**config.mk**
```make
export PLATFORM = sky130hd
export DESIGN_NAME = priority_counter_scheduler
export DESIGN_NICKNAME = d
export VERILOG_FILES = /design/src/rtl/core/pcs_pkg.sv /design/src/rtl/core/priority_counter_scheduler.sv /design/src/rtl/core/pcs_ctrl.sv /design/src/rtl/core/pcs_datapath.sv
export VERILOG_INCLUDE_DIRS = /design/src /design/src/rtl/core
export SDC_FILE = /design/constraint.sdc
export NUM_CORES = 1
export LEC_CHECK = 0
export BUFFER_PORTS_ARGS = -buffer_cell sky130_fd_sc_hd__buf_2
export CORE_AREA = 2 2 136 138
export CTS_BUF_LIST = sky130_fd_sc_hd__clkbuf_16
export CTS_CLUSTER_DIAMETER = 50
export DETAILED_ROUTE_END_ITERATION = 16
export DIE_AREA = 0 0 138 140
export PLACE_DENSITY = 0.89
export SYNTH_ARGS = -nofsm -noshare
export SYNTH_HDL_FRONTEND = slang
export SYNTH_SLANG_ARGS = --single-unit
```
**constraint.sdc**
```tcl
create_clock -name clk_i -period 4.7 [get_ports clk_i]
set_input_delay 0.47 -clock clk_i [delete_from_list [all_inputs] [get_ports clk_i]]
set_output_delay 0.47 -clock clk_i [all_outputs]
set_load 0.1 [all_outputs]
```
**src/rtl/core/priority_counter_scheduler_assert.svh**
```systemverilog
// Assertion macros for the priority counter scheduler.
`ifndef PRIORITY_COUNTER_SCHEDULER_ASSERT_SVH
`define PRIORITY_COUNTER_SCHEDULER_ASSERT_SVH
`ifndef SYNTHESIS
`define PCS_ASSERT(name, clk, rst_n, prop, msg) \
  name: assert property (@(posedge clk) disable iff (!rst_n) prop) else $error(msg);
`define PCS_ASSERT_NR(name, clk, prop, msg) \
  name: assert property (@(posedge clk) prop) else $error(msg);
`else
`define PCS_ASSERT(name, clk, rst_n, prop, msg)
`define PCS_ASSERT_NR(name, clk, prop, msg)
`endif
`endif

```
**src/rtl/core/pcs_pkg.sv**
```systemverilog
// Shared types and constants of the priority counter scheduler.
`default_nettype none

package pcs_pkg;

  localparam int DEF_MAX_TASKS     = 8;
  localparam int DEF_PRIORITY_BITS = 8;

  // Time-slice counter width and its saturation value
  localparam int                CNT_W       = 9;
  localparam logic [CNT_W-1:0] COUNTER_MAX = 9'd511;

  // Configuration register widths
  localparam int NTASK_W = 4;
  localparam int RMASK_W = 8;
  localparam int PTAB_W  = 64;
  localparam int CFG_IDX_W = 2;
  localparam int SEL_W   = 3;

  localparam logic [NTASK_W-1:0] NTASK_RST = 4'd2;
  localparam logic [RMASK_W-1:0] RMASK_RST = 8'd254;

  typedef enum logic [CFG_IDX_W-1:0] {
    CFG_NUM_TASKS = 2'd0,
    CFG_RUNNABLE  = 2'd1,
    CFG_PRIORITY  = 2'd2
  } cfg_idx_e;

  // Commands from the controller to the datapath
  typedef struct packed {
    logic take_in;    // latch the tick field
    logic rd_cur;     // read the counter of the current task
    logic rd_scan;    // read counter at scan index, compare it in the next cycle
    logic rd_refill;  // read counter at scan index, refill it in the next cycle
    logic dec_wr;     // decrement the current counter, seed the result
    logic idx_last;   // load the scan index with the highest slot
    logic idx_one;    // load the scan index with slot 1
    logic idx_dec;
    logic idx_inc;
    logic best_clr;   // restart the maximum search
    logic set_rf;     // flag the result as refilled
    logic commit;     // take the scan winner as the new current task
    logic force_idle; // with commit: choose idle instead
    logic load_out;   // move the result into the output register
  } cmd_t;

  // Status from the datapath to the controller
  typedef struct packed {
    logic tick;
    logic cur_idle;
    logic dec_zero;
    logic has_slots;
    logic idx_one;
    logic idx_last;
    logic best_vld;
    logic best_zero;
  } sts_t;

endpackage

`default_nettype wire

```
**src/rtl/core/priority_counter_scheduler.sv**
```systemverilog
// Top level of the priority counter scheduler: controller, datapath and checks.
`default_nettype none

`include "priority_counter_scheduler_assert.svh"

// Counter-based task scheduler. Each input transaction is one timer tick and
// produces exactly one result transaction. Every task slot owns a 9-bit
// time-slice counter; slot 0 is the idle task and is never picked by the scan.
// A tick decrements the current non-idle task's counter (saturating at zero)
// and reschedules only when it reaches zero; with idle current, every tick
// reschedules. The scan picks the runnable slot with the largest counter, the
// higher index winning ties. When all runnable counters are zero, every
// non-idle slot in use is refilled to half its counter plus its priority
// (saturating at 511) and the scan runs again; if that still gives zero, or
// nothing is runnable, idle is chosen. Counters live in a small memory with one
// registered read port and one write port, read one slot per cycle. A tick reads
// the current counter and decrements it; a reschedule adds a scan over the slots
// in use (skipped when fewer than two slots are in use), and a refill adds a
// pass over those slots and then a second scan. A stalled result channel
// holds a finished tick back until the output register is free. The
// memory's valid bits clear at reset, so no clearing pass is needed. A
// finished result sits in an output register, and the next tick is taken
// while it waits. Configuration writes are always ready and must arrive only
// while no tick is in flight; index 3 is ignored.
module priority_counter_scheduler
  import pcs_pkg::*;
#(
  parameter int MAX_TASKS     = DEF_MAX_TASKS,
  parameter int PRIORITY_BITS = DEF_PRIORITY_BITS
) (
  input  logic                 clk_i,
  input  logic                 rst_ni,
  // Tick channel
  input  logic                 in_valid_i,
  output logic                 in_ready_o,
  input  logic                 tick_i,
  // Result channel
  output logic                 out_valid_o,
  input  logic                 out_ready_i,
  output logic [SEL_W-1:0]     selected_task_o,
  output logic                 switched_o,
  output logic                 rescheduled_o,
  output logic                 refilled_o,
  output logic [CNT_W-1:0]     slice_left_o,
  // Configuration write channel
  input  logic                 cfg_valid_i,
  output logic                 cfg_ready_o,
  input  logic [CFG_IDX_W-1:0] cfg_index_i,
  input  logic [PTAB_W-1:0]    cfg_data_i
);

  cmd_t cmd;
  sts_t sts;

  // Registers take a write in any cycle
  assign cfg_ready_o = 1'b1;

  pcs_ctrl u_ctrl (
    .clk_i       (clk_i),
    .rst_ni      (rst_ni),
    .in_valid_i  (in_valid_i),
    .in_ready_o  (in_ready_o),
    .out_valid_o (out_valid_o),
    .out_ready_i (out_ready_i),
    .sts_i       (sts),
    .cmd_o       (cmd)
  );

  pcs_datapath #(
    .MAX_TASKS     (MAX_TASKS),
    .PRIORITY_BITS (PRIORITY_BITS)
  ) u_datapath (
    .clk_i           (clk_i),
    .rst_ni          (rst_ni),
    .cmd_i           (cmd),
    .sts_o           (sts),
    .tick_i          (tick_i),
    .cfg_we_i        (cfg_valid_i & cfg_ready_o),
    .cfg_index_i     (cfg_index_i),
    .cfg_data_i      (cfg_data_i),
    .selected_task_o (selected_task_o),
    .switched_o      (switched_o),
    .rescheduled_o   (rescheduled_o),
    .refilled_o      (refilled_o),
    .slice_left_o    (slice_left_o)
  );

  // An accepted tick closes the input side in the next cycle
  `PCS_ASSERT(a_busy_after_accept, clk_i, rst_ni, in_valid_i && in_ready_o |=> !in_ready_o, "tick accepted while previous one in flight")
  // A task switch or refill only comes out of a scan
  `PCS_ASSERT(a_switch_needs_scan, clk_i, rst_ni, out_valid_o && (switched_o || refilled_o) |-> rescheduled_o, "switch or refill without scan")
  // Idle never carries a slice
  `PCS_ASSERT(a_idle_no_slice, clk_i, rst_ni, out_valid_o && selected_task_o == '0 |-> slice_left_o == '0, "idle reported with nonzero slice")
  // The result is loaded only when the input side is closed
  `PCS_ASSERT_NR(a_load_not_idle, clk_i, !(in_ready_o && cmd.load_out), "result loaded while ready for a tick")

endmodule

`default_nettype wire

```
**src/rtl/core/pcs_ctrl.sv**
```systemverilog
// Sequencing state machine of the priority counter scheduler.
`default_nettype none

module pcs_ctrl
  import pcs_pkg::*;
(
  input  logic clk_i,
  input  logic rst_ni,
  input  logic in_valid_i,
  output logic in_ready_o,
  output logic out_valid_o,
  input  logic out_ready_i,
  input  sts_t sts_i,
  output cmd_t cmd_o
);

  typedef enum logic [3:0] {
    ST_IDLE,
    ST_RD_CUR,
    ST_DEC,
    ST_SCAN,
    ST_SCAN_WAIT,
    ST_SCAN_END,
    ST_REFILL,
    ST_REFILL_WAIT,
    ST_FINISH
  } state_e;

  state_e state_q, state_d;
  logic   pass2_q, pass2_d;
  logic   out_valid_q, out_valid_d;

  always_comb begin
    state_d     = state_q;
    pass2_d     = pass2_q;
    cmd_o       = '0;
    in_ready_o  = 1'b0;
    out_valid_d = out_valid_q & ~out_ready_i;
    unique case (state_q)
      ST_IDLE: begin
        in_ready_o = 1'b1;
        if (in_valid_i) begin
          cmd_o.take_in = 1'b1;
          state_d       = ST_RD_CUR;
        end
      end
      ST_RD_CUR: begin
        cmd_o.rd_cur = 1'b1;
        state_d      = ST_DEC;
      end
      ST_DEC: begin
        cmd_o.dec_wr = 1'b1;
        if (!sts_i.tick || (!sts_i.cur_idle && !sts_i.dec_zero)) begin
          state_d = ST_FINISH;
        end else begin
          cmd_o.best_clr = 1'b1;
          pass2_d        = 1'b0;
          if (sts_i.has_slots) begin
            cmd_o.idx_last = 1'b1;
            state_d        = ST_SCAN;
          end else begin
            state_d = ST_SCAN_END;
          end
        end
      end
      ST_SCAN: begin
        cmd_o.rd_scan = 1'b1;
        if (sts_i.idx_one) state_d = ST_SCAN_WAIT;
        else cmd_o.idx_dec = 1'b1;
      end
      ST_SCAN_WAIT: begin
        state_d = ST_SCAN_END;
      end
      ST_SCAN_END: begin
        if (sts_i.best_vld && sts_i.best_zero && !pass2_q) begin
          cmd_o.idx_one = 1'b1;
          state_d       = ST_REFILL;
        end else begin
          cmd_o.commit     = 1'b1;
          cmd_o.force_idle = !sts_i.best_vld || sts_i.best_zero;
          state_d          = ST_FINISH;
        end
      end
      ST_REFILL: begin
        cmd_o.rd_refill = 1'b1;
        if (sts_i.idx_last) state_d = ST_REFILL_WAIT;
        else cmd_o.idx_inc = 1'b1;
      end
      ST_REFILL_WAIT: begin
        cmd_o.set_rf   = 1'b1;
        cmd_o.best_clr = 1'b1;
        cmd_o.idx_last = 1'b1;
        pass2_d        = 1'b1;
        state_d        = ST_SCAN;
      end
      ST_FINISH: begin
        if (!out_valid_q || out_ready_i) begin
          cmd_o.load_out = 1'b1;
          out_valid_d    = 1'b1;
          state_d        = ST_IDLE;
        end
      end
      default: state_d = ST_IDLE;
    endcase
  end

  always_ff @(posedge clk_i or negedge rst_ni) begin
    if (!rst_ni) begin
      state_q     <= ST_IDLE;
      pass2_q     <= 1'b0;
      out_valid_q <= 1'b0;
    end else begin
      state_q     <= state_d;
      pass2_q     <= pass2_d;
      out_valid_q <= out_valid_d;
    end
  end

  assign out_valid_o = out_valid_q;

endmodule

`default_nettype wire

```
**src/rtl/core/pcs_datapath.sv**
```systemverilog
// Counter memory, configuration registers and scan datapath of the scheduler.
`default_nettype none

module pcs_datapath
  import pcs_pkg::*;
#(
  parameter int MAX_TASKS     = DEF_MAX_TASKS,
  parameter int PRIORITY_BITS = DEF_PRIORITY_BITS
) (
  input  logic                 clk_i,
  input  logic                 rst_ni,
  input  cmd_t                 cmd_i,
  output sts_t                 sts_o,
  input  logic                 tick_i,
  input  logic                 cfg_we_i,
  input  logic [CFG_IDX_W-1:0] cfg_index_i,
  input  logic [PTAB_W-1:0]    cfg_data_i,
  output logic [SEL_W-1:0]     selected_task_o,
  output logic                 switched_o,
  output logic                 rescheduled_o,
  output logic                 refilled_o,
  output logic [CNT_W-1:0]     slice_left_o
);

  localparam int TIDX_W = $clog2(MAX_TASKS);
  localparam int NCNT_W = $clog2(MAX_TASKS + 1);
  localparam int SH_W   = $clog2(MAX_TASKS * PRIORITY_BITS);
  localparam int SUM_W  = ((CNT_W > PRIORITY_BITS) ? CNT_W : PRIORITY_BITS) + 1;

  // Configuration
  logic [NTASK_W-1:0] ntasks_q;
  logic [RMASK_W-1:0] rmask_q;
  logic [PTAB_W-1:0]  ptab_q;

  // Counter memory with per-entry valid bits
  logic [CNT_W-1:0]     mem_q [MAX_TASKS];
  logic [MAX_TASKS-1:0] vld_q;
  logic [CNT_W-1:0]     mem_rd_q;
  logic                 vld_rd_q;
  logic [TIDX_W-1:0]    rd_addr_q;
  logic                 scan_pend_q;
  logic                 refill_pend_q;

  logic [TIDX_W-1:0] cur_q;
  logic [TIDX_W-1:0] idx_q;
  logic              tick_q;
  logic              best_vld_q;
  logic [CNT_W-1:0]  best_c_q;
  logic [TIDX_W-1:0] best_idx_q;

  logic [TIDX_W-1:0] res_sel_q;
  logic              res_sw_q, res_rs_q, res_rf_q;
  logic [CNT_W-1:0]  res_slice_q;

  logic [SEL_W-1:0]  out_sel_q;
  logic              out_sw_q, out_rs_q, out_rf_q;
  logic [CNT_W-1:0]  out_slice_q;

  logic [NCNT_W-1:0]        n_slots;
  logic [TIDX_W-1:0]        last_slot;
  logic                     rd_en;
  logic [TIDX_W-1:0]        rd_addr;
  logic [CNT_W-1:0]         rd_val;
  logic [CNT_W-1:0]         dec_val;
  logic                     cur_idle;
  logic                     slot_run;
  logic [SH_W-1:0]          prio_sh;
  logic [PRIORITY_BITS-1:0] prio_field;
  logic [SUM_W-1:0]         fill_sum;
  logic [CNT_W-1:0]         fill_val;
  logic                     wr_en;
  logic [TIDX_W-1:0]        wr_addr;
  logic [CNT_W-1:0]         wr_data;
  logic [TIDX_W-1:0]        pick;

  // Slots in use, clamped to the table depth
  always_comb begin
    if (32'(ntasks_q) > MAX_TASKS) n_slots = NCNT_W'(MAX_TASKS);
    else n_slots = NCNT_W'(ntasks_q);
  end
  assign last_slot = TIDX_W'(n_slots - NCNT_W'(1));

  assign rd_en   = cmd_i.rd_cur | cmd_i.rd_scan | cmd_i.rd_refill;
  assign rd_addr = cmd_i.rd_cur ? cur_q : idx_q;
  assign rd_val  = vld_rd_q ? mem_rd_q : '0;
  assign dec_val = (rd_val == '0) ? '0 : rd_val - CNT_W'(1);
  assign cur_idle = (cur_q == '0);

  // Slots past the mask width are never runnable
  assign slot_run = |(rmask_q & (RMASK_W'(1) << rd_addr_q));

  // Priority of the slot being refilled; bits past the table read as zero
  assign prio_sh    = SH_W'(rd_addr_q) * SH_W'(PRIORITY_BITS);
  assign prio_field = PRIORITY_BITS'(ptab_q >> prio_sh);
  assign fill_sum   = SUM_W'(rd_val >> 1) + SUM_W'(prio_field);
  assign fill_val   = (fill_sum > SUM_W'(COUNTER_MAX)) ? COUNTER_MAX : CNT_W'(fill_sum);

  assign wr_en   = (cmd_i.dec_wr & tick_q & ~cur_idle) | refill_pend_q;
  assign wr_addr = refill_pend_q ? rd_addr_q : cur_q;
  assign wr_data = refill_pend_q ? fill_val : dec_val;

  assign pick = cmd_i.force_idle ? '0 : best_idx_q;

  always_ff @(posedge clk_i) begin
    if (wr_en) mem_q[wr_addr] <= wr_data;
    if (rd_en) begin
      mem_rd_q  <= mem_q[rd_addr];
      vld_rd_q  <= vld_q[rd_addr];
      rd_addr_q <= rd_addr;
    end
  end

  always_ff @(posedge clk_i or negedge rst_ni) begin
    if (!rst_ni) begin
      vld_q         <= '0;
      ntasks_q      <= NTASK_RST;
      rmask_q       <= RMASK_RST;
      ptab_q        <= '0;
      cur_q         <= '0;
      best_vld_q    <= 1'b0;
      scan_pend_q   <= 1'b0;
      refill_pend_q <= 1'b0;
    end else begin
      if (wr_en) vld_q[wr_addr] <= 1'b1;
      if (cfg_we_i) begin
        unique case (cfg_index_i)
          CFG_NUM_TASKS: ntasks_q <= cfg_data_i[NTASK_W-1:0];
          CFG_RUNNABLE:  rmask_q  <= cfg_data_i[RMASK_W-1:0];
          CFG_PRIORITY:  ptab_q   <= cfg_data_i;
          default: ;
        endcase
      end
      scan_pend_q   <= cmd_i.rd_scan;
      refill_pend_q <= cmd_i.rd_refill;
      if (cmd_i.best_clr) begin
        best_vld_q <= 1'b0;
      end else if (scan_pend_q && slot_run && (!best_vld_q || rd_val > best_c_q)) begin
        best_vld_q <= 1'b1;
      end
      if (cmd_i.commit) cur_q <= pick;
    end
  end

  always_ff @(posedge clk_i) begin
    if (cmd_i.take_in) tick_q <= tick_i;
    if (cmd_i.idx_last) idx_q <= last_slot;
    else if (cmd_i.idx_one) idx_q <= TIDX_W'(1);
    else if (cmd_i.idx_dec) idx_q <= idx_q - TIDX_W'(1);
    else if (cmd_i.idx_inc) idx_q <= idx_q + TIDX_W'(1);
    // Strictly greater keeps the higher index on ties, since the scan runs downward
    if (scan_pend_q && slot_run && (!best_vld_q || rd_val > best_c_q)) begin
      best_c_q   <= rd_val;
      best_idx_q <= rd_addr_q;
    end
    if (cmd_i.dec_wr) begin
      res_sel_q   <= cur_q;
      res_sw_q    <= 1'b0;
      res_rs_q    <= 1'b0;
      res_rf_q    <= 1'b0;
      res_slice_q <= (tick_q && !cur_idle) ? dec_val : rd_val;
    end
    if (cmd_i.set_rf) res_rf_q <= 1'b1;
    if (cmd_i.commit) begin
      res_sel_q   <= pick;
      res_sw_q    <= (pick != cur_q);
      res_rs_q    <= 1'b1;
      res_slice_q <= cmd_i.force_idle ? '0 : best_c_q;
    end
    if (cmd_i.load_out) begin
      out_sel_q   <= SEL_W'(res_sel_q);
      out_sw_q    <= res_sw_q;
      out_rs_q    <= res_rs_q;
      out_rf_q    <= res_rf_q;
      out_slice_q <= res_slice_q;
    end
  end

  always_comb begin
    sts_o.tick      = tick_q;
    sts_o.cur_idle  = cur_idle;
    sts_o.dec_zero  = (dec_val == '0);
    sts_o.has_slots = (n_slots > NCNT_W'(1));
    sts_o.idx_one   = (idx_q == TIDX_W'(1));
    sts_o.idx_last  = (idx_q == last_slot);
    sts_o.best_vld  = best_vld_q;
    sts_o.best_zero = (best_c_q == '0);
  end

  assign selected_task_o = out_sel_q;
  assign switched_o      = out_sw_q;
  assign rescheduled_o   = out_rs_q;
  assign refilled_o      = out_rf_q;
  assign slice_left_o    = out_slice_q;

endmodule

`default_nettype wire

```
==> impl_metrics.csv <==
group,metric,value,unit
run_status,status,"complete, no violations",
layout,fin_area,0.0120,sq mm
power_and_ir_drop,p_total,8.05,mW
floorplanning,initial_core_util,59.6,%
clock_tree,cts_tree,"yes",
clock_tree,cts_buffers,24,
yosys,netlist-cell-type-count,69,
floorplanning,rows,49,
setup_path,crit_path_cell_trace,"buf_4 > mux4_2 > nand2_1 > nand2_1 > ha_1 > a211o_1 > a21oi_1 > a211oi_1 > a2111oi_0 > xor2_1 > o21ai_0",
sta,fmax,0.268,GHz
setup_path,timing_worst_setup_path_type,"flop to flop",
routing,viasPerCell,6.08,
routing,routed_wl,22500,um
layout,syn2layout_area_growth,13.4,%
layout,final_common_cell,"edfxtp_1",
floorplanning,die_x,138,um
sta,slew_headroom,12.4,%
flow_run,drv_cap,0,
yosys,synthArstFlopShare,42.3,%
yosys,syn_area_per_cell,13.9,sq um
power_and_ir_drop,p_sw_share,36.5,%
yosys,synth_enable_flop_cells,129,
sta,whs,0.135,ns
clock_tree,h-tree-depth,1,
placement,gp_congestion,0.920,
clock_tree,cts.path.max_buffers,3,
setup_path,crit_fanout,10,
clock_tree,ctsRootBufferMaster,"clkbuf_16",
yosys,synthCells,761,
sta,finalSetupViolCount,0,
layout,drive_above_1_share,31.5,%
placement,dp_slack,1.03,ns
sta,fin_ws,0.970,ns
setup_path,cp.arrival,3.94,ns
power_and_ir_drop,clkPwrFrac,22.0,%
floorplanning,core_area,0.0178,sq mm
yosys,syn_area,0.0106,sq mm
routing,firstDrtPassIters,5,
floorplanning,die_h,140,um
placement,placedInstanceArea,0.0113,sq mm
power_and_ir_drop,intPower,5.11,mW
sta,finalHoldViolations,0,
layout,utilization,67.6,%
routing,drt_iter0_drc,552,
global_routing,overflow,0,
sta,rsz0062_at_grt,"no",
power_and_ir_drop,power_density,669,mW/mm^2
layout,final_nets,941,
sta,skew,0.00908,ns
floorplanning,pin_count,90,
placement,dp_hpwl,15500,um
layout,num_antenna_cells,0,
yosys,yosysWarnings,0,
global_routing,grt_pass1_vias,6688,
placement,io_buffers,88,
yosys,synth-seq-area-share,59.7,%
global_routing,antenna_found_initial,0,
setup_path,crit_buf_inv,1,
global_routing,grt_usage,23.4,%
setup_path,slowest_delay,0.57,ns
sta,fin_tns_setup,0,ns
power_and_ir_drop,vdd_ir_drop_max,0.000363,V
setup_path,crit_family,"compound AO/OA/AOI/OAI gates",
power_and_ir_drop,switching_power,2.93,mW
setup_path,critPathSlowestCell,"o21ai_0",
clock_tree,post-cts-setup-buffers,0,
setup_path,endpoint_kind,"flop",
setup_path,cp.required,4.91,ns
routing,vias,6654,
routing,drc,0,
layout,fin_cells,1095,
sta,slew_viol_final,0,
hold_path,hp-start,"tick_i",
clock_tree,clk_pin_slew,0.06,ns
routing,wl_per_cell,20.5,um
power_and_ir_drop,power_leakage,5.02,nW
sta,period_needed,3.73,ns
layout,final_cell_mix,"129 x edfxtp_1, 88 x dfrtp_1, 87 x mux2_2, 87 x buf_2, 69 x mux2i_1",
sta,period_share,79.4,%
setup_path,r2r_start,"u_datapath.rd_addr_q[0]",
placement,dp.cells,1050,
setup_path,crit_start,"u_datapath.rd_addr_q[0]",
global_routing,grt_max_degree,65,
floorplanning,die_area,0.0193,sq mm
yosys,synth-seq-cells,227,
clock_tree,clk_latency,0.51,ns
yosys,ys.flop_type,"edfxtp_1",
setup_path,cp_common_cell,"nand2_1",
power_and_ir_drop,p_seq_share,39.4,%
hold_path,hold_path.class,"input port to flop",
yosys,syn_nets,854,
power_and_ir_drop,combPwrFrac,38.6,%
sta,max_slew.worst_pin.slew,1.31,ns
routing,drtAntennaViolNets,0,
global_routing,grt_pass1_wl,35700,um
clock_tree,cts_num_sinks,227,
setup_path,cp-start-kind,"flop",
==> Yosys cell counts, drive strengths merged, types with 6 or more instances <==
cell	n	area (sq um)
a21oi	22	110
and2	9	56.3
buf	12	58.8
clkbuf	25	93.8
dfrtp	88	2200
dfstp	8	210
edfxtp	129	3870
ha	20	250
inv	26	97.6
mux2	88	995
mux2i	70	701
mux4	18	405
nand2	64	240
nand2b	7	43.8
nor2	22	82.6
nor3	10	50.1
nor4	6	43.8
o21ai	18	93.8
or2	9	56.3
or3	6	37.5
xnor2	14	123
==> area by class of cell <==
class                      instances  area [sq um]
clock buffer                      26           651
inverter                          27           101
fill                            1217          5760
tap                              229           287
clock inverter                    18          93.8
timing repair buffer              98           520
sequential                       227          6330
multi-input combinational        470          4040
==> registers in the layout (all words and copies together) (netlist names), 3 cells and up <==
| signal | count |
|---|---|
| u_datapath.mem_rd_q | 9 |
| u_datapath.rd_addr_q | 3 |
| u_datapath.vld_q | 8 |
| u_datapath.res_sel_q | 3 |
| u_datapath.rmask_q | 8 |
| u_datapath.selected_task_o | 3 |
| u_datapath.idx_q | 3 |
| u_datapath.best_idx_q | 3 |
| u_datapath.ntasks_q | 4 |
| u_datapath.ptab_q | 64 |
| u_datapath.res_slice_q | 9 |
| u_datapath.mem_q | 72 |
| u_datapath.slice_left_o | 9 |
| u_ctrl.state_q | 4 |
| u_datapath.cur_q | 3 |
| u_datapath.best_c_q | 9 |
==> layer usage <==
metal	vias up	GRT usage (%)	part of all wire, %	wire (um)
li1	3028	-	-	-
met1	3276	32.6	42	9520
met2	300	38.9	48	10900
met3	50	3.45	7.0	1570
met4	0	6.93	2.3	512
met5	-	0	0	0
==> what timing repair did <==
action                                  4_1_cts  5_1_grt
endpoints found under the setup margin        0        0
gates resized for setup                       0        0
hold buffers                                  1        0
endpoints found under the hold margin        37        0
==> cell families after synthesis <==
kind of cell	synth area share, %
DFF	59.7
muxes	19.8
and+or+nand+nor	7.67
AOI/OAI and AO/OA	6.09
buffers and inverters	2.40
adders and majority gates	2.74
xor gates and xnor gates	1.57
other	0.0354
==> worst paths after layout <==
path / end / slack [ns] / cells past startpoint
max reg2reg: u_datapath.mem_q[3][7] / 0.97 / 11
min: u_datapath.tick_q / 0.13 / 1
min reg2reg: u_datapath.selected_task_o[0] / 0.42 / 0
max: u_datapath.mem_q[3][7] / 0.97 / 11
min in group asynchronous: u_datapath.ptab_q[30] / 0.50 / 2
max in group asynchronous: u_datapath.vld_q[0] / 3.12 / 3
==> power groups by stage <==
stage | clock [mW] | sequential [mW] | combinational, mW
4_1_cts | 1.79 | 3.16 | 3.08
2_1_floorplan | 0 | 3.11 | 2.33
6_report | 1.77 | 3.17 | 3.11
3_5_place_dp | 0 | 3.19 | 3.06
5_1_grt | 1.87 | 3.21 | 3.37
3_3_place_gp | 0 | 3.17 | 2.95
No activity file was read; power rests on OpenSTA's default activity.
